<file path="src/rtl/rpdc_pkg.sv">
// shared types and constants for the radar point doppler compensation pipeline
// no dependencies; imported by every rtl module of the block
package rpdc_pkg;

    localparam int COORD_W   = 24;
    localparam int DMAG_W    = 25;
    localparam int SQ_W      = 50;
    localparam int RAD_W     = 64;
    localparam int ROOT_W    = 32;
    localparam int SQRT_LAT  = 32;
    localparam int QUO_W     = 25;
    localparam int DIV_LAT   = QUO_W;
    localparam int DVD_W     = 56;
    localparam int VAGE_W    = 36;
    localparam int PROD_W    = 61;
    localparam int UHI_W     = 12;
    localparam int ULO_W     = 13;
    localparam int MAG_W     = 26;
    localparam int AGE_W     = 20;
    localparam int TOFF_W    = 21;
    localparam int IDX_W     = 8;
    localparam int IN_DATA_W  = 176;
    localparam int OUT_DATA_W = 128;

    localparam logic [QUO_W-1:0] UNIT_ONE = QUO_W'(1) << 24;

    typedef enum logic [IDX_W-1:0] {
        REG_INTENSITY_MIN    = 8'd0,
        REG_PROJECT_TO_PLANE = 8'd1,
        REG_DOPPLER_ENABLE   = 8'd2,
        REG_MIN_PLANAR_RANGE = 8'd3
    } reg_idx_t;

    typedef struct packed {
        logic signed [COORD_W-1:0] point_x;
        logic signed [COORD_W-1:0] point_y;
        logic signed [COORD_W-1:0] point_z;
        logic [15:0]               intensity;
        logic signed [15:0]        radial_velocity;
        logic                      velocity_valid;
        logic [AGE_W-1:0]          frame_age;
        logic signed [COORD_W-1:0] origin_x;
        logic signed [COORD_W-1:0] origin_y;
    } point_t;

    typedef struct packed {
        logic                      keep;
        logic                      project;
        logic                      want;
        logic [15:0]               min_range;
    } ctrl_t;

    typedef struct packed {
        logic                      valid;
        logic                      keep;
        logic                      shift;
        logic signed [COORD_W-1:0] x;
        logic signed [COORD_W-1:0] y;
        logic signed [COORD_W-1:0] z;
        logic [15:0]               intensity;
        logic signed [15:0]        velocity;
        logic [AGE_W-1:0]          age;
        logic                      vneg;
        logic                      dxneg;
        logic                      dyneg;
        logic [DMAG_W-1:0]         dxmag;
        logic [DMAG_W-1:0]         dymag;
        logic [VAGE_W-1:0]         vage;
    } meta_t;

endpackage

</file>
<file path="src/rtl/rpdc_isqrt.sv">
// pipelined integer square root, one root bit per stage
// depends on rpdc_pkg
module rpdc_isqrt (
    input  logic                          clk,
    input  logic                          en,
    input  logic [rpdc_pkg::RAD_W-1:0]    radicand,
    output logic [rpdc_pkg::ROOT_W-1:0]   root
);
    import rpdc_pkg::*;

    logic [RAD_W-1:0] n_reg   [SQRT_LAT];
    logic [RAD_W-1:0] res_reg [SQRT_LAT];

    for (genvar i = 0; i < SQRT_LAT; i++)
    begin : g_stage
        localparam logic [RAD_W-1:0] BIT = RAD_W'(1) << (RAD_W - 2 - 2 * i);
        logic [RAD_W-1:0] n_prev, r_prev, trial;
        if (i == 0)
        begin : g_first
            assign n_prev = radicand;
            assign r_prev = '0;
        end
        else
        begin : g_rest
            assign n_prev = n_reg[i-1];
            assign r_prev = res_reg[i-1];
        end
        assign trial = r_prev + BIT;
        always_ff @(posedge clk)
        begin
            if (en)
            begin
                if (n_prev >= trial)
                begin
                    n_reg[i]   <= n_prev - trial;
                    res_reg[i] <= (r_prev >> 1) + BIT;
                end
                else
                begin
                    n_reg[i]   <= n_prev;
                    res_reg[i] <= r_prev >> 1;
                end
            end
        end
    end

    assign root = res_reg[SQRT_LAT-1][ROOT_W-1:0];

endmodule

</file>
<file path="config.mk">
export PLATFORM = sky130hd
export DESIGN_NAME = rpdc_isqrt
export DESIGN_NICKNAME = d
export VERILOG_FILES = /design/src/rtl/rpdc_pkg.sv /design/src/rtl/rpdc_isqrt.sv
export SDC_FILE = /design/constraint.sdc
export NUM_CORES = 2
export LEC_CHECK = 0
export BUFFER_PORTS_ARGS = -buffer_cell sky130_fd_sc_hd__buf_2
export CORE_MARGIN = 2
export CORE_UTILIZATION = 56
export DETAILED_ROUTE_END_ITERATION = 8
export GPL_TIMING_DRIVEN = 0
export PLACE_DENSITY = 0.72
export SLEW_MARGIN = 20
export SYNTH_ARGS = -nofsm -noshare
export SYNTH_HDL_FRONTEND = slang
export SYNTH_SLANG_ARGS = --single-unit
export TNS_END_PERCENT = 5
</file>
<file path="constraint.sdc">
create_clock -name clk -period 4.7 [get_ports clk]
set_input_delay 0.47 -clock clk [delete_from_list [all_inputs] [get_ports clk]]
set_output_delay 0.47 -clock clk [all_outputs]
set_load 0.03 [all_outputs]
</file>
### Word level (Yosys, flattened, before mapping)

Memories as Yosys holds them, arrays and structs flattened.
Index checks and enable logic that the tools add are counted.

* bits in registers: 0
* latch bits: 0
* RAM bits: 4096
* memory bits (read-only): 0
* input bits: 66
* output and inout port bits: 32
* word-level logic and storage cells: 448
* memories: 2

Memory list
* n_reg: depth 32, width 64, rd ports 31, clocked after memory_dff 0, write ports 32, RTL line rpdc_isqrt.sv:11 `logic [RAD_W-1:0] n_reg [SQRT_LAT];`
* res_reg: depth 32, width 64, rd ports 32, clocked after memory_dff 0, write ports 32, RTL line rpdc_isqrt.sv:12 `logic [RAD_W-1:0] res_reg [SQRT_LAT];`

* $add $sub $neg: 94
* $mul: 0
* divide/modulo/power cells: 0
* $lt $le $gt $ge: 32
* eq/ne operators: 0
* shift-type cells: 0
* mux-type cells: 256
* bitwise gates (word level): 64
* reductions and logical operators: 0

Operators by type and width (number)
* $mux 64: 64
* $ge 64x64->1: 31
* $sub 64x64->64: 31
* $mux 1: 192
* $add 63x1->64 const B: 1
* $add 63x11->64 const B: 1
* $add 63x13->64 const B: 1
* $add 63x15->64 const B: 1
* $add 63x17->64 const B: 1
* $add 63x19->64 const B: 1
* $add 63x21->64 const B: 1
* $add 63x23->64 const B: 1
* $add 63x25->64 const B: 1
* $add 63x27->64 const B: 1
* $add 63x29->64 const B: 1
* $add 63x3->64 const B: 1
* $add 63x31->64 const B: 1
* $add 63x33->64 const B: 1
* $add 63x35->64 const B: 1
* $add 63x37->64 const B: 1
* $add 63x39->64 const B: 1
* $add 63x41->64 const B: 1
* $add 63x43->64 const B: 1
* $add 63x45->64 const B: 1
* 45 further kinds: 108

### Longest topological paths before layout

An unclocked memory read counts as a cell.

* depth after elaboration: 7
* depth in mapped cells: 14
* mapped depth without buffers: 13

### Least setup slack after synthesis

OpenSTA, ideal clock, no wires.

* path kind: input port to flip-flop
* start: in en
* end: mem n_reg[26][0] (netlist: n_reg[1][640]) (enable)
* setup time: 482 ps
* arrival: 3781 ps
* required time: 4218 ps
* path slack: 437 ps
* stages on the path: 4
* path buffers: 4
* cell sequence: clkbuf_1 clkbuf_1 clkbuf_1 clkbuf_1

RTL lines
* start: declaration: RTL line rpdc_isqrt.sv:5 `input logic en,`
* end: declaration: RTL line rpdc_isqrt.sv:11

==> flow_summary.toml <==
[status]
status = "finished, final reports clean"

[setup_path]
crit_path_start = "n_reg[1][839]$_DFFE_PP_"
cp.arrival_ps = 5230
cp-end-kind = "flip-flop"
crit_required_ps = 5280
start_kind = "flip-flop"
r2r_start = "n_reg[1][839]$_DFFE_PP_"
worstSetupPathType = "reg -> reg"
cp_max_fo = 10

[placement]
post-dp-hpwl_um = 251000
port_buffers = 97
gp_congestion = 1.03
dp.cells = 13000
dpl_cell_area_um2 = 127000
preCtsSetupSlack_ps = -444

[clock_tree]
clkLatencyLatePin_ps = 940
cts_tree = "yes"
cts_sinks = 2512
cts_buffers = 279
cts-root-buf = "clkbuf_16"
cts_setup_buffers = 0
clk_pin_slew_ps = 60
cts-htree-levels = 5
cts.path.max_buffers = 4

[floorplan]
start_util_pct = 56.3
die_h_um = 471
std_cell_rows = 171
dieArea_um2 = 222000
core_um2 = 217000
ios = 98
die_w_um = 471

[global_routing]
grt_overflow_total = 0
grt_max_degree = 65
grt_pass1_wl_um = 490000
grt_usage_pct = 29.2
grt_pass1_vias = 79100
antenna_found_initial = 15

[power_and_ir_drop]
peakVddDrop_mv = 0.491
swShare_pct = 30.5
p_int_mw = 46.5
power_density_nw_per_um2 = 488
switchingPower_mw = 20.4
p_leak_nw = 50.7
combPwrFrac_pct = 21.9
pwr-share-seq_pct = 46.5
pwr-share-clk_pct = 31.6

[finish]
fillCellCount = 16400
area.growth.synth_to_final_pct = 12.0
final_area_um2 = 137000
multi_input_area_um2 = 43400
regArea_um2 = 75400
fin_nets = 11100
fin_util_pct = 63.1
largest_register_ffs = 1984
finalNonFillerCells = 13500
drive_above_1_share_pct = 6.84

[drt]
drt_first_pass_iters = 6
viasPerCell = 6.19
drt_wl_total_um = 328000
wl_per_cell_um = 24.4
drt-initial-drc-count = 9841
drc = 0
ant_nets = 0
dr_total_vias = 83400

[yosys]
async_reset_ff_share_pct = 0
synth_cells = 9960
avgSynthCellArea_um2 = 12.3
synth_edf_count = 2512
synth_fp_nets = 10600
synthFlopType = "edfxtp_1"
yosysUniqueCellTypes = 86
ys_warn_count = 0
seq_area_frac_synth_pct = 61.8
syn_area_um2 = 122000
synth-seq-cells = 2512

[flow_run]
max_cap_viol_count = 0

[sta]
finalCritPeriodShare_pct = 98.9
relSlewSlack_pct = 17.8
rsz0062_at_grt = "yes"
period_needed_ps = 4650
hold_viol_final = 0
worst_slack_ps = 49.7
tightest_slew_ps = 1220
setup_violations = 0
fin_tns_setup_ps = 0
clock-skew-final_ps = 80.3
fmax_mhz = 215
drv_slew = 0

[min_path]
min_from = "radicand[1]"
hold_class = "in -> reg"
## layout make-up
class | count | area share [%]
flip-flops and latches | 2512 | 55.1
multi-input cells | 6534 | 31.7
clock buffers | 334 | 5.33
well taps | 2854 | 2.61
inverters | 679 | 1.86
repair buffers | 200 | 1.52
clock inverters | 133 | 1.04
plain buffers | 235 | 0.766
diodes | 5 | 0.00915
## path summary, 6_finish.rpt
| kind | end | slack (ps) | cells after the start |
|---|---|---|---|
| hold reg to reg | n_reg[0][908]$_DFFE_PP_ | 400 | 0 |
| setup reg to reg | n_reg[1][928]$_DFFE_PP_ | 50 | 9 |
| setup / recovery | n_reg[1][928]$_DFFE_PP_ | 50 | 9 |
| hold / removal | n_reg[0][1]$_DFFE_PP_ | 250 | 2 |
## metal layers
metal	up-vias	share of wire [%]	GRT usage (%)
met5	-	0.0070	0
met2	3797	44	44.2
met3	625	9.1	6.11
li1	38400	-	-
met4	4	4.0	10.4
met1	40700	43	41.8
## Yosys cell counts (38+ instances only)
library cell | count | share of area, %
or2_2 | 53 | 0.27
nor4_1 | 388 | 2.0
and3_1 | 50 | 0.26
xnor2_1 | 436 | 3.1
nand2_1 | 809 | 2.5
nand4_1 | 195 | 1.0
inv_1 | 679 | 2.1
or3_1 | 102 | 0.52
clkbuf_1 | 198 | 0.61
edfxtp_1 | 2512 | 62
nand3_1 | 180 | 0.74
o21ai_0 | 601 | 2.5
nand2b_1 | 117 | 0.60
o21bai_1 | 45 | 0.28
nor3_1 | 293 | 1.2
a21oi_1 | 509 | 2.1
a31oi_1 | 56 | 0.29
o211ai_1 | 47 | 0.29
nand3b_1 | 40 | 0.25
and2_1 | 38 | 0.19
nor4b_1 | 52 | 0.37
a21o_1 | 212 | 1.3
or4_1 | 99 | 0.61
o31ai_1 | 38 | 0.23
ha_1 | 558 | 5.7
nor2b_1 | 70 | 0.36
a211oi_1 | 54 | 0.33
o21a_1 | 90 | 0.55
xor2_1 | 457 | 3.3
nor2_1 | 553 | 1.7
mux2_2 | 43 | 0.40
## kinds of logic (layout without fill, tap and decap cells)
| group | count (synthesis) | count (layout) | synth area share (%) |
|---|---|---|---|
| AO/OA/AOI/OAI | 1867 | 1867 | 9.37 |
| adder cells (fa/ha/maj) | 558 | 558 | 5.72 |
| AND/OR/NAND/NOR | 3163 | 3163 | 13.4 |
| XOR/XNOR | 893 | 893 | 6.40 |
| buffers and inverters | 914 | 1581 | 2.84 |
| multiplexers | 53 | 53 | 0.478 |
| other | 0 | 5 | 0 |
| flip-flops | 2512 | 2512 | 61.8 |
## power groups by stage
stage                     sequential [mW]  combinational (mW)  clock (mW)
after global placement               31.4                13.8           0
after detailed placement             31.3                14.1           0
after CTS                            30.9                14.3        21.4
after global routing                 31.2                16.0        22.2
after floorplan                      30.1                10.3           0
final                                31.1                14.7        21.1
## through the flow
stage | total power [mW] | hold WS, ps
3_3_place_gp | 45.2 | 427
2_1_floorplan | 40.4 | 417
6_report | 66.8 | 251
4_1_cts | 66.6 | 173
3_5_place_dp | 45.4 | 428
5_1_grt | 69.5 | 213
## what timing repair did
| action | 4_1_cts | 5_1_grt |
|---|---|---|
| hold buffers | 64 | 0 |
| endpoints found under the setup margin | 41 | 54 |
| hold endpoints to repair | 64 | 0 |
| cloned | 0 | 0 |
| gates resized for setup | 3 | 11 |
## critical path, stage by stage (launching register included)
cell      delay, ps
edfxtp_1        450
ha_1            420
nand4_1         240
a211oi_1        120
o41ai_2         540
a21oi_1         390
a221oi_2        620
clkbuf_1        670
buf_1           630
o21ai_0         250
## cell usage in the layout (no fill, tap or decap), types with 64 or more instances in the layout
master and n:
edfxtp_1 2512, nand2_1 809, inv_1 679, o21ai_0 601, ha_1 558, nor2_1 553, a21oi_1 507, xor2_1 456
xnor2_1 436, nor4_1 376, nor3_1 292, clkbuf_16 284, a21o_1 212, clkbuf_1 210, nand4_1 195, nand3_1 180
buf_2 119, nand2b_1 117, or3_1 102, or4_1 99, o21a_1 90, nor2b_1 70, dlygate4sd3_1 64
Power figures use the tool's default switching activity.
