File: src/rtl/rpdc_pkg.sv
// shared types and constants for the radar point doppler compensation pipeline
// no dependencies; imported by every rtl module of the block
package rpdc_pkg;

    localparam int COORD_W   = 24;
    localparam int DMAG_W    = 25;
    localparam int SQ_W      = 50;
    localparam int RAD_W     = 64;
    localparam int ROOT_W    = 32;
    localparam int SQRT_LAT  = 32;
    localparam int QUO_W     = 25;
    localparam int DIV_LAT   = QUO_W;
    localparam int DVD_W     = 56;
    localparam int VAGE_W    = 36;
    localparam int PROD_W    = 61;
    localparam int UHI_W     = 12;
    localparam int ULO_W     = 13;
    localparam int MAG_W     = 26;
    localparam int AGE_W     = 20;
    localparam int TOFF_W    = 21;
    localparam int IDX_W     = 8;
    localparam int IN_DATA_W  = 176;
    localparam int OUT_DATA_W = 128;

    localparam logic [QUO_W-1:0] UNIT_ONE = QUO_W'(1) << 24;

    typedef enum logic [IDX_W-1:0] {
        REG_INTENSITY_MIN    = 8'd0,
        REG_PROJECT_TO_PLANE = 8'd1,
        REG_DOPPLER_ENABLE   = 8'd2,
        REG_MIN_PLANAR_RANGE = 8'd3
    } reg_idx_t;

    typedef struct packed {
        logic signed [COORD_W-1:0] point_x;
        logic signed [COORD_W-1:0] point_y;
        logic signed [COORD_W-1:0] point_z;
        logic [15:0]               intensity;
        logic signed [15:0]        radial_velocity;
        logic                      velocity_valid;
        logic [AGE_W-1:0]          frame_age;
        logic signed [COORD_W-1:0] origin_x;
        logic signed [COORD_W-1:0] origin_y;
    } point_t;

    typedef struct packed {
        logic                      keep;
        logic                      project;
        logic                      want;
        logic [15:0]               min_range;
    } ctrl_t;

    typedef struct packed {
        logic                      valid;
        logic                      keep;
        logic                      shift;
        logic signed [COORD_W-1:0] x;
        logic signed [COORD_W-1:0] y;
        logic signed [COORD_W-1:0] z;
        logic [15:0]               intensity;
        logic signed [15:0]        velocity;
        logic [AGE_W-1:0]          age;
        logic                      vneg;
        logic                      dxneg;
        logic                      dyneg;
        logic [DMAG_W-1:0]         dxmag;
        logic [DMAG_W-1:0]         dymag;
        logic [VAGE_W-1:0]         vage;
    } meta_t;

endpackage

File: src/rtl/rpdc_div.sv
// pipelined restoring divider for the unit vector component, rounded half up
// depends on rpdc_pkg; one quotient bit per stage
module rpdc_div (
    input  logic                          clk,
    input  logic                          en,
    input  logic [rpdc_pkg::DMAG_W-1:0]   dmag,
    input  logic [rpdc_pkg::ROOT_W-1:0]   r7,
    output logic [rpdc_pkg::QUO_W-1:0]    quo
);
    import rpdc_pkg::*;

    logic [DVD_W-1:0]  rem_reg [DIV_LAT];
    logic [ROOT_W-1:0] d_reg   [DIV_LAT];
    logic [QUO_W-1:0]  q_reg   [DIV_LAT];
    logic [DVD_W-1:0]  dividend;

    assign dividend = (DVD_W'(dmag) << 31) + DVD_W'(r7 >> 1);

    for (genvar i = 0; i < DIV_LAT; i++)
    begin : g_stage
        localparam int POS = QUO_W - 1 - i;
        logic [DVD_W-1:0]  rem_prev, dsh;
        logic [ROOT_W-1:0] d_prev;
        logic [QUO_W-1:0]  q_prev;
        if (i == 0)
        begin : g_first
            assign rem_prev = dividend;
            assign d_prev   = r7;
            assign q_prev   = '0;
        end
        else
        begin : g_rest
            assign rem_prev = rem_reg[i-1];
            assign d_prev   = d_reg[i-1];
            assign q_prev   = q_reg[i-1];
        end
        assign dsh = DVD_W'(d_prev) << POS;
        always_ff @(posedge clk)
        begin
            if (en)
            begin
                d_reg[i] <= d_prev;
                if (rem_prev >= dsh)
                begin
                    rem_reg[i] <= rem_prev - dsh;
                    q_reg[i]   <= q_prev | (QUO_W'(1) << POS);
                end
                else
                begin
                    rem_reg[i] <= rem_prev;
                    q_reg[i]   <= q_prev;
                end
            end
        end
    end

    assign quo = q_reg[DIV_LAT-1];

endmodule

File: config.mk
export PLATFORM = sky130hd
export DESIGN_NAME = rpdc_div
export DESIGN_NICKNAME = d
export VERILOG_FILES = /design/src/rtl/rpdc_pkg.sv /design/src/rtl/rpdc_div.sv
export SDC_FILE = /design/constraint.sdc
export NUM_CORES = 2
export LEC_CHECK = 0
export BUFFER_PORTS_ARGS = -buffer_cell sky130_fd_sc_hd__buf_2
export CORE_MARGIN = 2
export CORE_UTILIZATION = 38
export DETAILED_ROUTE_END_ITERATION = 12
export PLACE_DENSITY = 0.54
export SETUP_SLACK_MARGIN = 0.15
export SYNTH_ARGS = -nofsm -noshare
export SYNTH_HDL_FRONTEND = slang
export SYNTH_SLANG_ARGS = --single-unit
File: constraint.sdc
create_clock -name clk -period 4.55 [get_ports clk]
set_clock_uncertainty 0.2 [all_clocks]
set_input_delay 0.6825 -clock clk [delete_from_list [all_inputs] [get_ports clk]]
set_output_delay 0.6825 -clock clk [all_outputs]
set_load 0.005 [all_outputs]
Yosys cells after proc, flatten, opt, wreduce, memory -nomap -nowiden:

Memory sizes are Yosys's and may differ from the RTL's.
Cells that the tools add are included.
Widths: inputs -> output; s select.

* memories kept: 3
* flip-flop bits (word level): 0
* logic and storage cells: 306
* ROM bits: 0
* output and inout bits: 25
* memory bits (writable): 2825
* latch bits: 0

* $add $sub $neg: 26
* reductions and logical operators: 0
* shifts and indexed selects: 0
* multiplexer cells: 202
* $mul: 0
* magnitude comparators: 25
* div/mod/pow operators: 0
* equality and inequality tests: 0
* bitwise operators: 50

Memories
* rem_reg: words 25, bits a word 56, rd ports 24, clocked after memory_dff 0, wr ports 25, RTL line rpdc_div.sv:12 `logic [DVD_W-1:0] rem_reg [DIV_LAT];`
* d_reg: words 25, bits a word 32, rd ports 24, clocked after memory_dff 0, wr ports 25, RTL line rpdc_div.sv:13 `logic [ROOT_W-1:0] d_reg [DIV_LAT];`
* q_reg: words 25, bits a word 25, rd ports 25, clocked after memory_dff 0, wr ports 25, RTL line rpdc_div.sv:14 `logic [QUO_W-1:0] q_reg [DIV_LAT];`

Operators with widths (number)
* $mux 56: 25
* $mux 25: 25
* $mux 1: 152
* $add 56x31->56: 1
* $ge 56x32->1: 1
* $ge 56x33->1: 1
* $ge 56x34->1: 1
* $ge 56x35->1: 1
* $ge 56x36->1: 1
* $ge 56x37->1: 1
* $ge 56x38->1: 1
* $ge 56x39->1: 1
* $ge 56x40->1: 1
* $ge 56x41->1: 1
* $ge 56x42->1: 1
* $ge 56x43->1: 1
* $ge 56x44->1: 1
* $ge 56x45->1: 1
* $ge 56x46->1: 1
* $ge 56x47->1: 1
* $ge 56x48->1: 1
* $ge 56x49->1: 1
* $ge 56x50->1: 1
* $ge 56x51->1: 1
* 31 further kinds: 80

Logic depth before layout (Yosys ltp):

* depth in word-level cells: 6
* mapped depth: 16
* gate-level depth less buffers: 14

Least setup slack after synthesis:

Ideal clock, no wire load.

* path type: in2reg
* start point: input port en
* end point: memory q_reg[17][7] (netlist: q_reg[4][32]) (enable)
* arrival time: 3.510 ns
* buffers on the path: 4
* setup time: 0.458 ns
* path slack: 0.381 ns
* cell stages on the path: 4
* cell sequence: clkbuf_1 > clkbuf_1 > clkbuf_1 > clkbuf_1

RTL lines
* start: declaration: RTL line rpdc_div.sv:5 `input logic en,`
* end: declaration: RTL line rpdc_div.sv:14

==> summary.txt <==
Setup path
  – Worst-path fanout max: 7
  – Worst stage delay on the critical path: 0.64 ns
  – CP endpoint kind: register
  – CP Launch Type: register
  – Critical path type: reg2reg
  – Worst Path Arrival: 4.84 ns
  – Worst Path Required: 4.95 ns
  – Worst-path cell with the longest stage delay: a2111oi_0
  – Crit-path cells: ha_1 -> a2111oi_0 -> a21oi_1 -> nor3_1 -> o21bai_1 -> buf_4 -> a211oi_1 -> buf_4 -> inv_1 -> nor2_1 -> a21oi_1

Power
  – Leak: 58.7 nW
  – Power density over the cells: 649 nW/um2
  – Peak supply drop: 0.415 mV

Place
  – Detailed Place HPWL: 319,000 um
  – I/O Buffers: 83
  – Post-Place Cells: 16,800
  – GPL Wtd Cong: 0.925

Global routing
  – Vias in the first global route: 93,800
  – GRT Residual Overflow: 0
  – Antenna violations before repair: 13
  – Largest net degree at the start of global routing: 191
  – Global Route Usage Sum: 22.1%
  – First-pass GRT wire length: 599,000 um

Route
  – Routed vias: 94,900
  – Post-route ant nets: 0
  – Via density per instance: 5.45
  – Drt wl/cell: 23.3 um
  – Iter 0 DRT Violations: 7,726
  – Wirelength, routed: 405,000 um
  – Residual DRC: 0
  – Drt pass-1 iters: 7

Synthesis
  – Mean Syn Cell Area: 11.1 um2
  – Distinct cells, synth: 110
  – Yosys reg bits: 2,437
  – Top-count cell post-synth: edfxtp_1
  – Sequential area share after synthesis: 54.5%
  – Post-synthesis instance area: 134,000 um2
  – Leading post-synthesis cells by cell area: edfxtp_1, ha_1, o21ai_0
  – Synth Warn #: 0
  – Synth top cells by count: edfxtp_1, nand2_1, inv_1
  – EDFF count, synth: 2,437
  – Synth async-reset ratio: 0%
  – Post-Synthesis Cells: 12,100
  – Post-synth top area share: 54.5%
  – Area leader, netlist: edfxtp_1
  – Top_reg_cell synth: edfxtp_1
  – Syn Nets: 13,000

Final layout
  – Layout net count: 13,300
  – # fillers: 33,000
  – Area grow syn2layout: 13.1%
  – Non-filler cells, final: 17,400
  – Max FFs per register: 1,344
  – Share of cells above drive strength 1: 8.68%

Clock tree
  – CTS Buf Count: 286
  – Reg clk slew, reported paths: 0.06 ns
  – H-tree depth: 5
  – Clk_lat worst skew: 0.94 ns
  – Clock sinks: 2,437
  – Clk root buf: clkbuf_16
  – CTS tree: done
  – Clk buf depth: 4
  – Post-CTS Setup Bufs: 0

STA
  – Worst slew pin tran: 1.21 ns
  – Final period util: 97.5%
  – Hold Fails Final Rpt: 0
  – Max transition margin: 19.1%
  – RSZ-0062 raised after global routing: yes
  – Slew Limit Fails: 0
  – Final setup vio count: 0
  – Crit path time final: 4.44 ns
  – Fmax: 0.225 GHz
  – Hold WS: 0.188 ns

Floorplan
  – Die Width: 599 um
  – IO Pins: 84
  – Core area: 352,000 um2
  – Die area: 358,000 um2
  – Cell Rows: 218
  – Die H: 599 um
  – Starting density of the core: 38.2%

Run
  – Number of max-cap violations: 0

Min path
  – HP Class: reg2reg

Status
  – Outcome: finished, final reports clean
==> power by group <==
group	internal [W]	switching [W]	leakage (nW)	total, W
registers	0.0319	0.00449	23.6	0.0364
clock network	0.0133	0.00972	4.55	0.0230
logic	0.0160	0.0232	30.5	0.0392
total	0.0612	0.0374	58.7	0.0987
==> area by class of cell <==
class / instances / area [um2] / area share, %
Tap cell: 4730 / 5920 / 3.90
Antenna cell: 26 / 65.1 / 0.0428
Timing Repair Buffer: 406 / 3330 / 2.19
Sequential cell: 2437 / 73200 / 48.2
Clock inverter: 187 / 2030 / 1.34
Inverter: 1021 / 3830 / 2.52
Clock buffer: 326 / 7310 / 4.81
Multi-Input combinational cell: 8274 / 56300 / 37.0
==> per-layer routing <==
metal	routed length (um)	global-route usage, %	vias to the layer above
met3	15600	2.26	662
met5	13	0	-
met1	164000	26.6	46400
met2	208000	40.4	2449
met4	17900	8.77	2
li1	-	-	45300
==> metrics by stage <==
| step | area [um2] | setup WS [ns] | total power (W) | util [%] | setup TNS, ns |
|---|---|---|---|---|---|
| global placement | 142000 | -0.426 | 0.0755 | 40.3 | -2.99 |
| detailed placement | 142000 | -0.423 | 0.0757 | 40.3 | -2.45 |
| finish | 152000 | 0.113 | 0.0987 | 43.1 | 0 |
| floorplan | 134000 | 0.381 | 0.0623 | - | 0 |
| CTS | 152000 | 0.126 | 0.0993 | 43.1 | 0 |
| global route | 152000 | 0.0676 | 0.105 | 43.1 | 0 |
==> cells in the final DEF (no fill, tap or decap), drive strengths merged, types with 31 or more instances in the layout <==
cell | netlist | layout
a211oi | 89 | 89
a21o | 498 | 498
a21oi | 827 | 827
a31oi | 93 | 93
and2 | 54 | 54
and3 | 106 | 106
buf | 50 | 348
clkbuf | 312 | 326
clkinv | 1 | 126
dlygate4sd3 | 0 | 58
edfxtp | 2437 | 2437
ha | 800 | 800
inv | 1020 | 1040
mux2 | 141 | 141
nand2 | 1088 | 1088
nand2b | 124 | 124
nand3 | 244 | 244
nand3b | 31 | 31
nand4 | 195 | 195
nand4b | 34 | 34
nor2 | 619 | 619
nor2b | 124 | 124
nor3 | 210 | 210
nor4 | 154 | 154
nor4b | 34 | 34
o211ai | 46 | 46
o21a | 97 | 97
o21ai | 939 | 939
o21bai | 110 | 110
o31ai | 63 | 63
or2 | 38 | 38
or3 | 66 | 66
or4 | 46 | 46
xnor2 | 518 | 518
xor2 | 407 | 407
==> cell families (layout without fill, tap and decap cells) <==
kind of cell    Yosys count  count (layout)  share of synthesized area, %
buf+inv                1383            1940                          3.92
xor+xnor                925             925                          6.03
compound gates         3097            3097                          14.4
mux                     156             156                          1.29
other cells               0              26                             0
flops                  2437            2437                          54.5
simple gates           3272            3272                          12.1
fa+ha+maj               824             824                          7.81
==> final timing paths <==
check        slack [ns]            start              end  depth (start not counted)
max                0.11  rem_reg[2][343]  rem_reg[2][418]                         11
min                0.19     q_reg[4][58]     q_reg[4][83]                          0
max reg2reg        0.11  rem_reg[2][343]  rem_reg[2][418]                         11
min reg2reg        0.19     q_reg[4][58]     q_reg[4][83]                          0
==> worst max-delay path, delay by kind of cell (launching register included) <==
family,cells,cell delay (ns)
simple gates,2,0.69
buf+inv,3,0.66
fa+ha+maj,1,0.40
compound gates,5,1.74
flops,1,0.41
==> repair_timing <==
item,in CTS,in global routing
resized for setup,6,36
hold buffers,58,0
setup endpoints to repair,52,65
gates cloned,0,0
pin swaps,1,6
hold endpoints to repair,83,0
No activity file was read; power rests on OpenSTA's default activity.
