==> src/rtl/rpdc_pkg.sv <==
// shared types and constants for the radar point doppler compensation pipeline
// no dependencies; imported by every rtl module of the block
package rpdc_pkg;

    localparam int COORD_W   = 24;
    localparam int DMAG_W    = 25;
    localparam int SQ_W      = 50;
    localparam int RAD_W     = 64;
    localparam int ROOT_W    = 32;
    localparam int SQRT_LAT  = 32;
    localparam int QUO_W     = 25;
    localparam int DIV_LAT   = QUO_W;
    localparam int DVD_W     = 56;
    localparam int VAGE_W    = 36;
    localparam int PROD_W    = 61;
    localparam int UHI_W     = 12;
    localparam int ULO_W     = 13;
    localparam int MAG_W     = 26;
    localparam int AGE_W     = 20;
    localparam int TOFF_W    = 21;
    localparam int IDX_W     = 8;
    localparam int IN_DATA_W  = 176;
    localparam int OUT_DATA_W = 128;

    localparam logic [QUO_W-1:0] UNIT_ONE = QUO_W'(1) << 24;

    typedef enum logic [IDX_W-1:0] {
        REG_INTENSITY_MIN    = 8'd0,
        REG_PROJECT_TO_PLANE = 8'd1,
        REG_DOPPLER_ENABLE   = 8'd2,
        REG_MIN_PLANAR_RANGE = 8'd3
    } reg_idx_t;

    typedef struct packed {
        logic signed [COORD_W-1:0] point_x;
        logic signed [COORD_W-1:0] point_y;
        logic signed [COORD_W-1:0] point_z;
        logic [15:0]               intensity;
        logic signed [15:0]        radial_velocity;
        logic                      velocity_valid;
        logic [AGE_W-1:0]          frame_age;
        logic signed [COORD_W-1:0] origin_x;
        logic signed [COORD_W-1:0] origin_y;
    } point_t;

    typedef struct packed {
        logic                      keep;
        logic                      project;
        logic                      want;
        logic [15:0]               min_range;
    } ctrl_t;

    typedef struct packed {
        logic                      valid;
        logic                      keep;
        logic                      shift;
        logic signed [COORD_W-1:0] x;
        logic signed [COORD_W-1:0] y;
        logic signed [COORD_W-1:0] z;
        logic [15:0]               intensity;
        logic signed [15:0]        velocity;
        logic [AGE_W-1:0]          age;
        logic                      vneg;
        logic                      dxneg;
        logic                      dyneg;
        logic [DMAG_W-1:0]         dxmag;
        logic [DMAG_W-1:0]         dymag;
        logic [VAGE_W-1:0]         vage;
    } meta_t;

endpackage

==> src/rtl/rpdc_front.sv <==
// front end: carries the threshold result, offsets from the radar origin, squares and range test
// depends on rpdc_pkg; three register stages
module rpdc_front (
    input  logic                  clk,
    input  logic                  rst_n,
    input  logic                  en,
    input  logic                  in_valid,
    input  rpdc_pkg::point_t      in_point,
    input  rpdc_pkg::ctrl_t       ctrl,
    output rpdc_pkg::meta_t       meta,
    output logic [rpdc_pkg::SQ_W-1:0] sq_sum
);
    import rpdc_pkg::*;

    logic              v1_reg, v2_reg, v3_reg;
    point_t            p1_reg;
    ctrl_t             c1_reg;
    logic signed [DMAG_W-1:0] dx1_reg, dy1_reg;
    meta_t             m2_reg, m3_reg;
    meta_t             m3_next;
    logic [SQ_W-2:0]   dx2_reg, dy2_reg;
    logic [31:0]       mpr2_reg;
    logic [SQ_W-1:0]   s3_reg;
    logic [SQ_W-1:0]   s_next;
    logic [15:0]       vmag;

    always_ff @(posedge clk or negedge rst_n)
    begin
        if (!rst_n)
        begin
            v1_reg <= 1'b0;
            v2_reg <= 1'b0;
            v3_reg <= 1'b0;
        end
        else if (en)
        begin
            v1_reg <= in_valid;
            v2_reg <= v1_reg;
            v3_reg <= v2_reg;
        end
    end

    // stage 1: capture, offsets
    always_ff @(posedge clk)
    begin
        if (en)
        begin
            p1_reg  <= in_point;
            c1_reg  <= ctrl;
            dx1_reg <= DMAG_W'(in_point.point_x) - DMAG_W'(in_point.origin_x);
            dy1_reg <= DMAG_W'(in_point.point_y) - DMAG_W'(in_point.origin_y);
        end
    end

    assign vmag = p1_reg.radial_velocity[15] ? 16'(-p1_reg.radial_velocity)
                                             : 16'(p1_reg.radial_velocity);

    // stage 2: squares
    always_ff @(posedge clk)
    begin
        if (en)
        begin
            m2_reg.valid     <= v1_reg;
            m2_reg.keep      <= c1_reg.keep;
            m2_reg.shift     <= c1_reg.want;
            m2_reg.x         <= p1_reg.point_x;
            m2_reg.y         <= p1_reg.point_y;
            m2_reg.z         <= c1_reg.project ? '0 : p1_reg.point_z;
            m2_reg.intensity <= p1_reg.intensity;
            m2_reg.velocity  <= p1_reg.radial_velocity;
            m2_reg.age       <= p1_reg.frame_age;
            m2_reg.vneg      <= p1_reg.radial_velocity[15];
            m2_reg.dxneg     <= dx1_reg[DMAG_W-1];
            m2_reg.dyneg     <= dy1_reg[DMAG_W-1];
            m2_reg.dxmag     <= dx1_reg[DMAG_W-1] ? DMAG_W'(-dx1_reg) : DMAG_W'(dx1_reg);
            m2_reg.dymag     <= dy1_reg[DMAG_W-1] ? DMAG_W'(-dy1_reg) : DMAG_W'(dy1_reg);
            m2_reg.vage      <= VAGE_W'(vmag) * VAGE_W'(p1_reg.frame_age);
            dx2_reg <= (SQ_W-1)'($signed(dx1_reg) * $signed(dx1_reg));
            dy2_reg <= (SQ_W-1)'($signed(dy1_reg) * $signed(dy1_reg));
            mpr2_reg <= 32'(c1_reg.min_range) * 32'(c1_reg.min_range);
        end
    end

    assign s_next = SQ_W'(dx2_reg) + SQ_W'(dy2_reg);

    always_comb
    begin
        m3_next       = m2_reg;
        m3_next.shift = m2_reg.shift && (s_next > SQ_W'(mpr2_reg));
    end

    // stage 3: sum and range test
    always_ff @(posedge clk)
    begin
        if (en)
        begin
            m3_reg <= m3_next;
            s3_reg <= s_next;
        end
    end

    always_comb
    begin
        meta       = m3_reg;
        meta.valid = v3_reg;
    end
    assign sq_sum = s3_reg;

endmodule

==> config.mk <==
export PLATFORM = sky130hd
export DESIGN_NAME = rpdc_front
export DESIGN_NICKNAME = d
export VERILOG_FILES = /design/src/rtl/rpdc_pkg.sv /design/src/rtl/rpdc_front.sv
export SDC_FILE = /design/constraint.sdc
export NUM_CORES = 2
export LEC_CHECK = 0
export ABC_AREA = 1
export BUFFER_PORTS_ARGS = -buffer_cell sky130_fd_sc_hd__buf_2
export CAP_MARGIN = 5
export CORE_MARGIN = 2
export CORE_UTILIZATION = 43
export DETAILED_ROUTE_END_ITERATION = 7
export PLACE_DENSITY_LB_ADDON = 0.3
export SYNTH_ARGS = -nofsm -noshare
export SYNTH_HDL_FRONTEND = slang
export SYNTH_SLANG_ARGS = --single-unit
==> constraint.sdc <==
create_clock -name clk -period 9.9 [get_ports clk]
set_input_delay 1.98 -clock clk [delete_from_list [all_inputs] [get_ports clk]]
set_output_delay 1.98 -clock clk [all_outputs]
set_load 0.05 [all_outputs]
=== Yosys cells after proc, flatten, opt, wreduce, memory -nomap -nowiden ===
Cells that the tools add are included.

* Output and inout port bits: 266
* Register bits: 806

* $add $sub $neg: 6
* Multiplexer cells: 3
* Multipliers: 4
* Reduce and logical (&&, ||, !) cells: 1
* $lt $le $gt $ge: 1

{| class="wikitable"
|+ Operator list
! kind !! count
|-
| $mul A25 B25 Y49 || 2
|-
| $add A49 B49 Y50 || 1
|-
| $gt A50 B32 Y1 || 1
|-
| $neg A25 Y25 || 2
|-
| $sub A24 B24 Y25 || 2
|-
| $mux W24 || 2
|-
| $mul A16 B20 Y36 || 1
|-
| $mul A16 B16 Y32 || 1
|-
| $mux W16 || 1
|-
| $neg A16 Y16 || 1
|-
| $logic_and A1 B1 Y1 || 1
|}

=== Depth between registers and ports, before layout ===
* Word-level depth: 3
* Mapped depth: 38
* Depth with buffers taken out: 36

=== Least setup slack after synthesis ===
No wires, ideal clock.

* Kind: register to register
* Start point: reg dy1_reg[24]
* End point: reg dy2_reg[48] (data pin)
* Period minus slack after synthesis: 7203 ps
* Buffers on the path: 2
* Data required time: 9640 ps
* Slack: 2697 ps
* Cell stages (with the launch flop): 28
* Arrival: 6942 ps
* Path through: edfxtp_1 -> buf_1 -> buf_1 -> nand2_1 -> inv_1 -> fa_1 -> inv_1 -> fa_1 -> inv_1 -> fa_1 -> inv_1 -> fa_1 -> inv_1 -> fa_1 -> inv_1 -> fa_1 -> inv_1 -> fa_1 -> ha_1 -> a21oi_1 -> o21ai_0 -> inv_1 -> nor2_1 -> a2111oi_0 -> inv_1 -> a21oi_1 -> nand3_1 -> xor2_1

* Longest elaborated chain between the ends: 1

{| class="wikitable"
|+ RTL lines
! what !! RTL line !! RTL
|-
| start, declared || rpdc_front.sv:18 || <nowiki>logic signed [DMAG_W-1:0] dx1_reg, dy1_reg;</nowiki>
|-
| start signal, assigned || rpdc_front.sv:51 || <nowiki>dy1_reg <= DMAG_W'(in_point.point_y) - DMAG_W'(in_point.origin_y);</nowiki>
|-
| $mul A25 B25 Y49 || rpdc_front.sv:79 || <nowiki>dy2_reg <= (SQ_W-1)'($signed(dy1_reg) * $signed(dy1_reg));</nowiki>
|-
| end signal, assigned || rpdc_front.sv:79 ||
|-
| end, declared || rpdc_front.sv:21 || <nowiki>logic [SQ_W-2:0] dx2_reg, dy2_reg;</nowiki>
|}

Every way passes these cells.
A chain may end at the register's enable or synchronous reset.

=== Final worst setup path ===
Ends and elaborated chain as after synthesis.

==> run metrics <==
status=completed; Mapped Nets=~12000; Slew Viols, Final=0; Unique masters post-synth=between 60 and 70; Starting Density=0.433; Synth Cell Area=about 92000 µm²; worst skew pair latency=around 0.77 ns; fin crit share=0.833; vias=roughly 62000; final worst setup slack=about 1.7 ns; fill count=between 15000 and 20000; synthesized flop and latch total=roughly 800; fmax=between 100 and 150 MHz; die area=~220000 µm²; RD Place Congestion=~0.96; vias in the first global route=just under 70000; Area after DPL=slightly below 100000 µm²; DP Worst Slack=between 1.5 and 2 ns; Crit path arrival time=a little under 9 ns; Max Root-Sink Buffers=3; FF-to-FF End=dy2_reg[48]; DIE HEIGHT=466 µm; CTS tree=done; # setup viols final=0; final instance area=~100000 µm²; Die X-Extent=~470 µm; sequential cell area fraction in the yosys report=0.261; Hold Violations, Final=0; minimum clock period=slightly above 8 ns; critical path capture point type=flop; WL/cell=approximately 18 µm; critical path fanouts, max=10; synthesized instance count=approximately 9400; syn avg cell area=approximately 9.8 µm²; startpoint types=flop; number of cell rows=between 150 and 200; first-pass GRT wire length=375 mm; Vias/cell=4.92; H-tree levels=3; Core Box Area=212000 µm²; hpwl dp=~190 mm; number of flops mapped to enable cells by yosys=between 700 and 800; overall global routing resource usage=0.222; DRC viols=0; largest net degree at the start of global routing=~170; crit path kind=flop to flop; depth of the worst register-to-register path=25; post-CTS sizing=0; asr flop ratio synth=0.00375; Ports=about 460; share of layout cells above drive strength 1=0.0797; Post-Route WL=between 200 and 250 mm; worst reg2reg setup slack=between 1.5 and 2 ns; Setup crit end=dy2_reg[48]; RSZ-0062 raised after global routing=false; clock buffer count from CTS=92; worst r2r src=dy1_reg[24]; IO Port Bufs=460; DRT iter0 DRCs=4315; max cap viols=0; worst path required time=slightly above 10 ns; CP startpoint=dy1_reg[24]; dominant synthesized flop cell=edfxtp_1; Sink Count=799; Layout area overhead=9.24%; Setup Buffers After CTS=0; First-pass DRT Iterations=6; Worst slew margin=0.140; root buf cell=clkbuf_16; Post-Route Skew=~0.044 ns; CTS clock-pin slew for the worst setup and hold paths=~0.06 ns; Final Net Count=around 12000; Synthesis Warnings=0; final setup TNS=0 ns; grt ovf=0; HP Class=flop to flop; initial antenna violation count=3; remaining antenna violation count after routing=0; # hold bufs at CTS=0; Tightest Pin Transition=about 1.3 ns
-- through the flow --
step / cells / hold slack, ns / utilization
finish: 12700 / 0.400 / 0.473
global route: 12700 / 0.396 / 0.473
global placement: 12500 / 0.400 / 0.458
detailed placement: 12500 / 0.405 / 0.458
CTS: 12700 / 0.392 / 0.473
floorplan: 9386 / 0.400 / -
-- synthesized netlist by cell type (4+ instances only) --
cell | count | area, µm²
a21o_1 | 21 | 158
a21oi_1 | 311 | 1560
a21oi_2 | 11 | 96.3
a31oi_1 | 37 | 231
buf_1 | 51 | 191
buf_2 | 12 | 60.1
buf_6 | 5 | 56.3
clkbuf_1 | 160 | 601
clkinv_1 | 4 | 15.0
edfxtp_1 | 796 | 23900
fa_1 | 1616 | 32400
ha_1 | 637 | 7970
inv_1 | 2683 | 10100
inv_2 | 5 | 18.8
nand2_1 | 1633 | 6130
nand2_2 | 16 | 100
nand3_1 | 121 | 606
nand3_2 | 5 | 50.1
nand3b_1 | 5 | 37.5
nand4_1 | 37 | 231
nor2_1 | 501 | 1880
nor2_2 | 12 | 75.1
nor3_1 | 51 | 255
nor3_2 | 18 | 180
nor3_4 | 5 | 81.3
nor4_1 | 15 | 93.8
o2111ai_1 | 6 | 52.6
o211ai_1 | 8 | 60.1
o21a_1 | 20 | 150
o21ai_0 | 141 | 706
o21ai_1 | 14 | 70.1
o21ai_2 | 12 | 105
o21bai_1 | 31 | 233
o221ai_1 | 5 | 43.8
or2_2 | 20 | 125
xnor2_1 | 110 | 963
xor2_1 | 210 | 1840
-- cells by family after synthesis --
kind of cell,after synthesis,share of synthesized area
buffers and inverters,2924,0.120
AND/OR/NAND/NOR,2448,0.108
adder cells (fa/ha/maj),2253,0.439
flip-flops,799,0.261
AO/OA/AOI/OAI,637,0.0398
XOR/XNOR,324,0.0312
multiplexers,1,0.000123
-- layer usage --
layer  wire (µm)  global-route usage  vias to the layer above
met2      114000               0.378                     1781
met1       94300               0.283                    31400
met3       13500              0.0337                      412
met5           7                   0                        -
li1            -                   -                    28800
met4       11500              0.0945                        2
-- final cells by class --
class,count,area (µm²),share of cell area
Inverter,2692,10100,0.101
Tap cell,2821,3530,0.0352
Antenna cell,3,7.51,0.0000749
Timing Repair Buffer,526,2860,0.0285
Clock buffer,110,2410,0.0241
Sequential cell,799,24000,0.239
Multi-Input combinational cell,5663,56800,0.566
Clock inverter,57,609,0.00608
-- cell usage in the layout (no fill, tap or decap), drive strengths merged, types with 2 or more instances in the layout --
cell type / n
a31oi: 37
inv: 2700
o21bai: 33
a21oi: 322
or2: 20
and3: 3
fa: 1616
clkbuf: 110
o21ai: 167
clkinvlp: 10
clkinv: 32
o2111ai: 6
nand4: 37
edfxtp: 796
and2: 3
o221ai: 5
a211oi: 2
o31ai: 3
buf: 526
diode: 3
dfrtp: 3
bufinv: 7
xor2: 213
xnor2: 111
a21o: 21
a21boi: 4
o211ai: 9
nand3b: 5
nor2: 514
nor3: 74
nor4: 16
a221oi: 2
nand2: 1650
nand3: 126
o21a: 20
ha: 637
-- critical path, stage by stage (launching register included) --
cell and delay [ns]:
edfxtp_1 0.59, nand2_1 0.26, inv_1 0.09, fa_1 0.70, inv_1 0.14, fa_1 0.88, inv_1 0.19, fa_1 0.68
inv_1 0.27, fa_1 0.56, inv_1 0.05, fa_1 0.53, inv_1 0.05, fa_1 0.48, inv_1 0.05, fa_1 0.44
ha_1 0.36, a21oi_1 0.22, o21ai_0 0.12, inv_1 0.11, nor2_1 0.05, a2111oi_0 0.61, inv_1 0.13, a21oi_1 0.17
nand3_1 0.11, xor2_1 0.14
-- worst min-delay path by stage --
stage	start	to	slack, ns	depth (start not counted)
detailed placement	p1_reg[90]	m2_reg[130]	0.40	0
floorplan	p1_reg[85]	m2_reg[125]	0.40	0
global placement	m2_reg[125]	meta[125]	0.40	0
global route	p1_reg[158]	m2_reg[198]	0.40	0
CTS	m2_reg[200]	meta[200]	0.39	0
finish	m2_reg[200]	meta[200]	0.40	0
Power is left out: the tool's default activity adds up to more than one toggle a clock period on the data nets, which glitch-free logic cannot reach.
