### src/rtl/rpdc_pkg.sv
// shared types and constants for the radar point doppler compensation pipeline
// no dependencies; imported by every rtl module of the block
package rpdc_pkg;

    localparam int COORD_W   = 24;
    localparam int DMAG_W    = 25;
    localparam int SQ_W      = 50;
    localparam int RAD_W     = 64;
    localparam int ROOT_W    = 32;
    localparam int SQRT_LAT  = 32;
    localparam int QUO_W     = 25;
    localparam int DIV_LAT   = QUO_W;
    localparam int DVD_W     = 56;
    localparam int VAGE_W    = 36;
    localparam int PROD_W    = 61;
    localparam int UHI_W     = 12;
    localparam int ULO_W     = 13;
    localparam int MAG_W     = 26;
    localparam int AGE_W     = 20;
    localparam int TOFF_W    = 21;
    localparam int IDX_W     = 8;
    localparam int IN_DATA_W  = 176;
    localparam int OUT_DATA_W = 128;

    localparam logic [QUO_W-1:0] UNIT_ONE = QUO_W'(1) << 24;

    typedef enum logic [IDX_W-1:0] {
        REG_INTENSITY_MIN    = 8'd0,
        REG_PROJECT_TO_PLANE = 8'd1,
        REG_DOPPLER_ENABLE   = 8'd2,
        REG_MIN_PLANAR_RANGE = 8'd3
    } reg_idx_t;

    typedef struct packed {
        logic signed [COORD_W-1:0] point_x;
        logic signed [COORD_W-1:0] point_y;
        logic signed [COORD_W-1:0] point_z;
        logic [15:0]               intensity;
        logic signed [15:0]        radial_velocity;
        logic                      velocity_valid;
        logic [AGE_W-1:0]          frame_age;
        logic signed [COORD_W-1:0] origin_x;
        logic signed [COORD_W-1:0] origin_y;
    } point_t;

    typedef struct packed {
        logic                      keep;
        logic                      project;
        logic                      want;
        logic [15:0]               min_range;
    } ctrl_t;

    typedef struct packed {
        logic                      valid;
        logic                      keep;
        logic                      shift;
        logic signed [COORD_W-1:0] x;
        logic signed [COORD_W-1:0] y;
        logic signed [COORD_W-1:0] z;
        logic [15:0]               intensity;
        logic signed [15:0]        velocity;
        logic [AGE_W-1:0]          age;
        logic                      vneg;
        logic                      dxneg;
        logic                      dyneg;
        logic [DMAG_W-1:0]         dxmag;
        logic [DMAG_W-1:0]         dymag;
        logic [VAGE_W-1:0]         vage;
    } meta_t;

endpackage

### src/rtl/rpdc_back.sv
// back end: shift magnitude products, rounding, sign, add and saturate
// depends on rpdc_pkg; three register stages, the last is the output register
module rpdc_back (
    input  logic                        clk,
    input  logic                        rst_n,
    input  logic                        en,
    input  rpdc_pkg::meta_t             meta,
    input  logic [rpdc_pkg::QUO_W-1:0]  qx,
    input  logic [rpdc_pkg::QUO_W-1:0]  qy,
    output logic                        out_valid,
    output logic                        keep,
    output logic                        compensated,
    output logic signed [rpdc_pkg::COORD_W-1:0] out_x,
    output logic signed [rpdc_pkg::COORD_W-1:0] out_y,
    output logic signed [rpdc_pkg::COORD_W-1:0] out_z,
    output logic [15:0]                 out_intensity,
    output logic signed [15:0]          out_velocity,
    output logic signed [rpdc_pkg::TOFF_W-1:0] out_toff
);
    import rpdc_pkg::*;

    localparam logic signed [COORD_W+3:0] CMAX = (COORD_W+4)'(8388607);
    localparam logic signed [COORD_W+3:0] CMIN = -(COORD_W+4)'(8388608);

    meta_t m1_reg, m2_reg;
    logic  v1_reg, v2_reg, v3_reg;
    logic [QUO_W-1:0] ux, uy;
    logic [VAGE_W+ULO_W-1:0] pax_reg, pay_reg;
    logic [VAGE_W+UHI_W-1:0] pbx_reg, pby_reg;
    logic [PROD_W-1:0] px_reg, py_reg;
    logic [MAG_W-1:0] magx, magy;
    logic signed [COORD_W+3:0] sumx, sumy;
    logic k3_reg, c3_reg;
    logic signed [COORD_W-1:0] x3_reg, y3_reg, z3_reg;
    logic [15:0] i3_reg;
    logic signed [15:0] vel3_reg;
    logic signed [TOFF_W-1:0] t3_reg;

    assign ux = (qx > UNIT_ONE) ? UNIT_ONE : qx;
    assign uy = (qy > UNIT_ONE) ? UNIT_ONE : qy;

    always_ff @(posedge clk or negedge rst_n)
    begin
        if (!rst_n)
        begin
            v1_reg <= 1'b0;
            v2_reg <= 1'b0;
            v3_reg <= 1'b0;
        end
        else if (en)
        begin
            v1_reg <= meta.valid;
            v2_reg <= v1_reg;
            v3_reg <= v2_reg;
        end
    end

    // split products keep each multiplier near 36 by 13
    always_ff @(posedge clk)
    begin
        if (en)
        begin
            m1_reg  <= meta;
            pax_reg <= (VAGE_W+ULO_W)'(meta.vage) * (VAGE_W+ULO_W)'(ux[ULO_W-1:0]);
            pbx_reg <= (VAGE_W+UHI_W)'(meta.vage) * (VAGE_W+UHI_W)'(ux[QUO_W-1:ULO_W]);
            pay_reg <= (VAGE_W+ULO_W)'(meta.vage) * (VAGE_W+ULO_W)'(uy[ULO_W-1:0]);
            pby_reg <= (VAGE_W+UHI_W)'(meta.vage) * (VAGE_W+UHI_W)'(uy[QUO_W-1:ULO_W]);
            m2_reg  <= m1_reg;
            px_reg  <= PROD_W'(pax_reg) + (PROD_W'(pbx_reg) << ULO_W);
            py_reg  <= PROD_W'(pay_reg) + (PROD_W'(pby_reg) << ULO_W);
        end
    end

    // round half away from zero on the magnitude
    assign magx = MAG_W'((px_reg + (PROD_W'(1) << 35)) >> 36);
    assign magy = MAG_W'((py_reg + (PROD_W'(1) << 35)) >> 36);

    always_comb
    begin
        sumx = (COORD_W+4)'(m2_reg.x);
        sumy = (COORD_W+4)'(m2_reg.y);
        if (m2_reg.vneg ^ m2_reg.dxneg)
            sumx = sumx - $signed((COORD_W+4)'(magx));
        else
            sumx = sumx + $signed((COORD_W+4)'(magx));
        if (m2_reg.vneg ^ m2_reg.dyneg)
            sumy = sumy - $signed((COORD_W+4)'(magy));
        else
            sumy = sumy + $signed((COORD_W+4)'(magy));
        if (sumx > CMAX)
            sumx = CMAX;
        else if (sumx < CMIN)
            sumx = CMIN;
        if (sumy > CMAX)
            sumy = CMAX;
        else if (sumy < CMIN)
            sumy = CMIN;
    end

    always_ff @(posedge clk)
    begin
        if (en)
        begin
            k3_reg   <= m2_reg.keep;
            c3_reg   <= m2_reg.keep && m2_reg.shift;
            i3_reg   <= m2_reg.keep ? m2_reg.intensity : '0;
            vel3_reg <= m2_reg.keep ? m2_reg.velocity : '0;
            z3_reg   <= m2_reg.keep ? m2_reg.z : '0;
            t3_reg   <= m2_reg.keep ? TOFF_W'(-$signed({1'b0, m2_reg.age})) : '0;
            if (!m2_reg.keep)
            begin
                x3_reg <= '0;
                y3_reg <= '0;
            end
            else if (m2_reg.shift)
            begin
                x3_reg <= sumx[COORD_W-1:0];
                y3_reg <= sumy[COORD_W-1:0];
            end
            else
            begin
                x3_reg <= m2_reg.x;
                y3_reg <= m2_reg.y;
            end
        end
    end

    assign out_valid     = v3_reg;
    assign keep          = k3_reg;
    assign compensated   = c3_reg;
    assign out_x         = x3_reg;
    assign out_y         = y3_reg;
    assign out_z         = z3_reg;
    assign out_intensity = i3_reg;
    assign out_velocity  = vel3_reg;
    assign out_toff      = t3_reg;

endmodule

### config.mk
export PLATFORM = sky130hd
export DESIGN_NAME = rpdc_back
export DESIGN_NICKNAME = d
export VERILOG_FILES = /design/src/rtl/rpdc_pkg.sv /design/src/rtl/rpdc_back.sv
export SDC_FILE = /design/constraint.sdc
export NUM_CORES = 2
export LEC_CHECK = 0
export BUFFER_PORTS_ARGS = -buffer_cell sky130_fd_sc_hd__buf_2
export CORE_MARGIN = 3
export CORE_UTILIZATION = 50
export CTS_BUF_LIST = sky130_fd_sc_hd__clkbuf_4 sky130_fd_sc_hd__clkbuf_8
export DETAILED_ROUTE_END_ITERATION = 12
export PLACE_DENSITY = 0.71
export SLEW_MARGIN = 5
export SYNTH_ARGS = -nofsm -noshare
export SYNTH_HDL_FRONTEND = slang
export SYNTH_SLANG_ARGS = --single-unit
### constraint.sdc
create_clock -name clk -period 12.25 [get_ports clk]
set_clock_uncertainty 0.2 [all_clocks]
set_input_delay 0.6125 -clock clk [delete_from_list [all_inputs] [get_ports clk]]
set_output_delay 0.6125 -clock clk [all_outputs]
set_load 0.01 [all_outputs]
## Word level (Yosys, flattened, before mapping)

Cells that the tools add are included.

| storage, ports and cells | value |
|---|---|
| flip-flop bits (word level) | 704 |
| bits of input ports | 269 |
| output and inout port bits | 128 |
| logic and storage cells | 71 |

| operators by class | value |
|---|---|
| add/subtract/negate cells | 9 |
| $mul | 4 |
| magnitude comparators | 6 |
| mux-type cells | 10 |
| bitwise logic cells | 2 |
| reduce and logical (&&, ||, !) cells | 1 |

Operator list:

| cell | number |
|---|---|
| 24-bit 2-to-1 mux | 6 |
| 49-bit by 61-bit adder with 61-bit output | 2 |
| 61-bit by 36-bit adder with 61-bit output, second input constant | 2 |
| 36-bit by 13-bit multiplier with 49-bit output | 2 |
| 36-bit by 12-bit multiplier with 48-bit output | 2 |
| 28-bit by 24-bit > comparator with 1-bit output, second input constant | 2 |
| 28-bit by 24-bit < comparator with 1-bit output, second input constant | 2 |
| 28-bit 2-to-1 mux | 2 |
| 24-bit by 26-bit adder with 27-bit output | 2 |
| 24-bit by 26-bit subtractor with 27-bit output | 2 |
| 25-bit > comparator, second input constant | 2 |
| 25-bit 2-to-1 mux | 2 |
| 20-bit negation with 21-bit output | 1 |
| 1-bit XOR | 2 |
| 1-bit logical AND | 1 |

## Logic depth before layout (Yosys ltp)

| depth | value |
|---|---|
| word-level depth | 7 |
| depth in mapped cells | 31 |
| depth with buffers taken out | 28 |

## Worst setup path after synthesis

OpenSTA, ideal clock, no wires.

| timing | value |
|---|---|
| path kind | input-to-reg |
| from | input qy[9] (netlist bit) |
| to | register pby_reg[44] (data pin) |
| setup time | 265 ps |
| arrival | 7542 ps |
| data required time | 11785 ps |
| setup slack | 4243 ps |
| cell stages on the path | 29 |
| buffers on the path | 3 |
| path through | nor4_1 nand4_1 o21ai_1 clkbuf_1 and2_1 clkbuf_1 clkbuf_1 nand2_1 fa_1 fa_1 inv_1 fa_1 fa_1 inv_1 fa_1 inv_1 ha_1 a21o_1 a21o_1 a21oi_1 o21ai_0 or3_1 a211oi_1 nor3_1 o41ai_1 nand2b_1 a221oi_1 o21ai_0 xor2_1 |

| on the way | value |
|---|---|
| longest elaborated chain between the ends | 3 |

RTL lines:

| item | RTL line | source |
|---|---|---|
| start, declared | rpdc_back.sv:9 | `input logic [rpdc_pkg::QUO_W-1:0] qy,` |
| 25-bit > comparator | rpdc_back.sv:40 | `assign uy = (qy > UNIT_ONE) ? UNIT_ONE : qy;` |
| 25-bit 2-to-1 mux | rpdc_back.sv:40 |  |
| 36-bit by 12-bit multiplier with 48-bit output | rpdc_back.sv:67 | `pby_reg <= (VAGE_W+UHI_W)'(meta.vage) * (VAGE_W+UHI_W)'(uy[QUO_W-1:ULO_W]);` |
| end signal, assigned | rpdc_back.sv:67 |  |
| end, declared | rpdc_back.sv:29 | `logic [VAGE_W+UHI_W-1:0] pbx_reg, pby_reg;` |

Every way passes these cells.
A chain may end at the register's enable or synchronous reset.

## Worst setup path after layout

| timing | value |
|---|---|
| from | input qx[13] (netlist bit) |
| to | register pbx_reg[42] (data pin) |

| on the way | value |
|---|---|
| longest elaborated chain between the ends | 3 |

RTL lines:

| item | RTL line | source |
|---|---|---|
| start, declared | rpdc_back.sv:8 | `input logic [rpdc_pkg::QUO_W-1:0] qx,` |
| 25-bit > comparator | rpdc_back.sv:39 | `assign ux = (qx > UNIT_ONE) ? UNIT_ONE : qx;` |
| 25-bit 2-to-1 mux (*) | rpdc_back.sv:39 |  |
| 36-bit by 12-bit multiplier with 48-bit output (*) | rpdc_back.sv:65 | `pbx_reg <= (VAGE_W+UHI_W)'(meta.vage) * (VAGE_W+UHI_W)'(ux[QUO_W-1:ULO_W]);` |
| end signal, assigned | rpdc_back.sv:65 |  |
| end, declared | rpdc_back.sv:29 |  |

Mark *: on every way between the ends. The rest lies on a longest branch, timed or not.

==> flow_metrics.py <==
metrics = {
    "worst_setup_path": {
        "crit_slowest_cell": "o41ai_1",
        "start_kind": "primary input",
        "worstSetupPathType": "in -> reg",
        "path_max_fanout": 149,
        "required_ns": 12.60,
        "crit_top_cell": "fa_1",
        "critPathTopFamily": "compound AO/OA/AOI/OAI gates",
        "cp_num_buf_inv": 7,
        "slowest_delay_ns": 0.84,
        "crit_arrival_ns": 9.89,
        "cp-end-kind": "flop",
    },
    "cts": {
        "cts_inserted_buffers": 99,
        "htree_levels": 3,
        "clock_sinks": 608,
        "cts_tree": "yes",
        "cts.reportedPaths.clkPinSlew_ns": 0.06,
        "clk_path_buf_depth": 3,
        "cts-root-buf": "clkbuf_8",
        "clk_latency_ns": 0.81,
    },
    "drt": {
        "detail_route.first_pass.iterations": 6,
        "vias_per_cell": 5.58,
        "drtIter0Drc": 5129,
        "num_vias": 61400,
        "ant_nets": 0,
        "wl_per_cell_um": 20.2,
        "drc": 0,
        "wl_mm": 223,
    },
    "synthesis": {
        "yosysTopAreaCellShare_pct": 34.5,
        "yosysMostFrequentCell": "inv_1",
        "yosysTopAreaCell": "fa_1",
        "ys_seq_area_share_pct": 22.0,
        "synthCells": 8534,
        "synth_edf_count": 605,
        "syn-cell-area_um2": 82800,
        "async_reset_ff_share_pct": 0.493,
        "synthTopCellsByArea": "fa_1, edfxtp_1, inv_1",
        "syn_nets": 10700,
        "synth_seq_cells": 608,
        "yosysWarnings": 0,
        "ys_top_cells_by_count": "inv_1, fa_1, nand2_1",
        "ys_types": 95,
        "syn_area_per_cell_um2": 9.70,
        "synth_ff_type": "edfxtp_1",
    },
    "grt": {
        "grtUsageTotal_pct": 26.6,
        "grt_pass1_vias": 65000,
        "grt_pass1_wl_mm": 355,
        "grt_max_degree": 176,
        "grt_overflow_total": 0,
        "antenna_found_initial": 18,
    },
    "place": {
        "gp_congestion": 0.920,
        "dp_cells": 10700,
        "dpl.hpwl_mm": 162,
        "numPortBuffers": 346,
    },
    "floorplan": {
        "start_util_pct": 50.6,
        "dieHeight_um": 413,
        "dieArea_um2": 171000,
        "core_um2": 164000,
        "dieWidth_um": 413,
        "num_rows": 148,
        "io_pins": 397,
    },
    "sta": {
        "max_freq_ghz": 0.105,
        "worst_pin_slew_ns": 1.27,
        "hold_viol": 0,
        "whs_ns": 0.137,
        "slew_headroom_pct": 14.7,
        "maxSlewViolCount": 0,
        "period_share_pct": 77.8,
        "rsz0062_at_grt": "no",
        "final-setup-viol-count": 0,
        "tns_ns": 0,
        "fin_crit_ns": 9.53,
    },
    "flow_run": {
        "maxCapViolations": 0,
    },
    "power_and_ir_drop": {
        "vdd_drop_max_v": 0.000147,
        "power_mw": 16.7,
        "power_density_nw_per_um2": 186,
        "leakage_nw": 43.0,
    },
    "outcome": {
        "status": "completed",
    },
    "final_layout": {
        "post-route-util_pct": 54.8,
        "final_nets": 10900,
        "finalNonFillerCells": 11000,
        "drive_gt1_share_pct": 8.32,
        "area_delta_synth_final_pct": 8.36,
    },
    "min_path": {
        "hold_path_class": "in -> reg",
    },
}
[worst register-to-register path, stage by stage (launching register included)]
cell and delay, ns:
edfxtp_1 0.40, ha_1 0.32, nand4_1 0.37, nor2_2 0.46, and2_1 0.51, nand2_1 0.10
a22oi_1 0.25, nand2_1 0.15, or2_2 0.32, a32oi_1 0.23, xnor2_1 0.15, ha_1 0.30
and3_1 0.17, a221o_1 0.33, or3_1 0.34, o211ai_1 0.26, a31oi_1 0.15, or3_1 0.34
a32oi_1 0.25, o21ai_1 0.11, buf_4 0.24, o21a_1 0.46, a21boi_1 0.26
[report_power, final]
group	internal [mW]	switching, mW	total [mW]
logic	4.46	6.65	11.1
clock network	1.03	0.898	1.93
registers	3.25	0.370	3.62
[layer usage]
layer | wire [um] | track usage (%)
met1 | 90900 | 36.1
met5 | 45 | 0
met4 | 7270 | 8.55
met2 | 102000 | 42.7
met3 | 22500 | 5.76
[per-stage QoR]
step	instance area [um^2]	worst slack [ns]
5_1_grt	89700	2.38
3_5_place_dp	86200	2.15
6_report	89700	2.72
4_1_cts	89700	2.93
3_3_place_gp	86200	2.43
2_1_floorplan	82800	4.24
[path summary, 6_finish.rpt]
kind | depth (start not counted) | endpoint | slack, ns | from
max | 29 | pbx_reg[42]$_DFFE_PP_ | 2.72 | qx[13]
min | 1 | compensated$_DFFE_PP_ | 0.14 | en
max reg2reg | 22 | out_x[22]$_SDFFCE_PN0P_ | 5.31 | px_reg[35]$_DFFE_PP_
min reg2reg | 0 | m2_reg[145]$_DFFE_PP_ | 0.18 | m1_reg[145]$_DFFE_PP_
max in group asynchronous | 3 | out_valid$_DFFE_PN0P_ | 11.21 | rst_n
min in group asynchronous | 3 | v1_reg$_DFFE_PN0P_ | 0.48 | rst_n
[cell type report]
type	count	area, um^2
fill	14200	74000
multi-input combinational	5830	56700
sequential	608	18200
inverter	1602	6010
timing repair buffer	583	3880
tap	2175	2720
clock buffer	133	1620
clock inverter	50	509
antenna	12	30.0
[logic make-up after synthesis]
| logic type | after synthesis | share of synthesized area (%) |
|---|---|---|
| adders and majority gates | 1907 | 41.8 |
| muxes | 10 | 0.127 |
| and+or+nand+nor | 2730 | 16.2 |
| buffers and inverters | 2096 | 9.60 |
| AOI/OAI and AO/OA | 833 | 6.62 |
| xor gates and xnor gates | 350 | 3.70 |
| DFF | 608 | 22.0 |
[layout by cell type, fill, tap and decap left out, types with 33 or more instances in the layout]
cell type and count:
nand3_1 75, ha_1 479, xor2_1 107, a31oi_1 36, nand2_1 1304, a21o_1 125
nand2b_1 48, edfxtp_1 605, and3_1 379, dlygate4sd3_1 134, and2_1 450, nand4_1 44
buf_2 345, clkbuf_4 33, inv_1 1602, buf_4 101, nor2_1 163, nor3_1 73
fa_1 1428, clkbuf_8 100, a21oi_1 223, nor2b_1 42, xnor2_1 243, o21ai_0 173
[repair_timing]
| item | CTS | global route |
|---|---|---|
| gates resized for setup | 0 | 0 |
| hold buffers | 134 | 0 |
| endpoints found under the hold margin | 135 | 0 |
| buffers inserted | 0 | 0 |
Note: power is estimated with default switching activity, not from simulation.
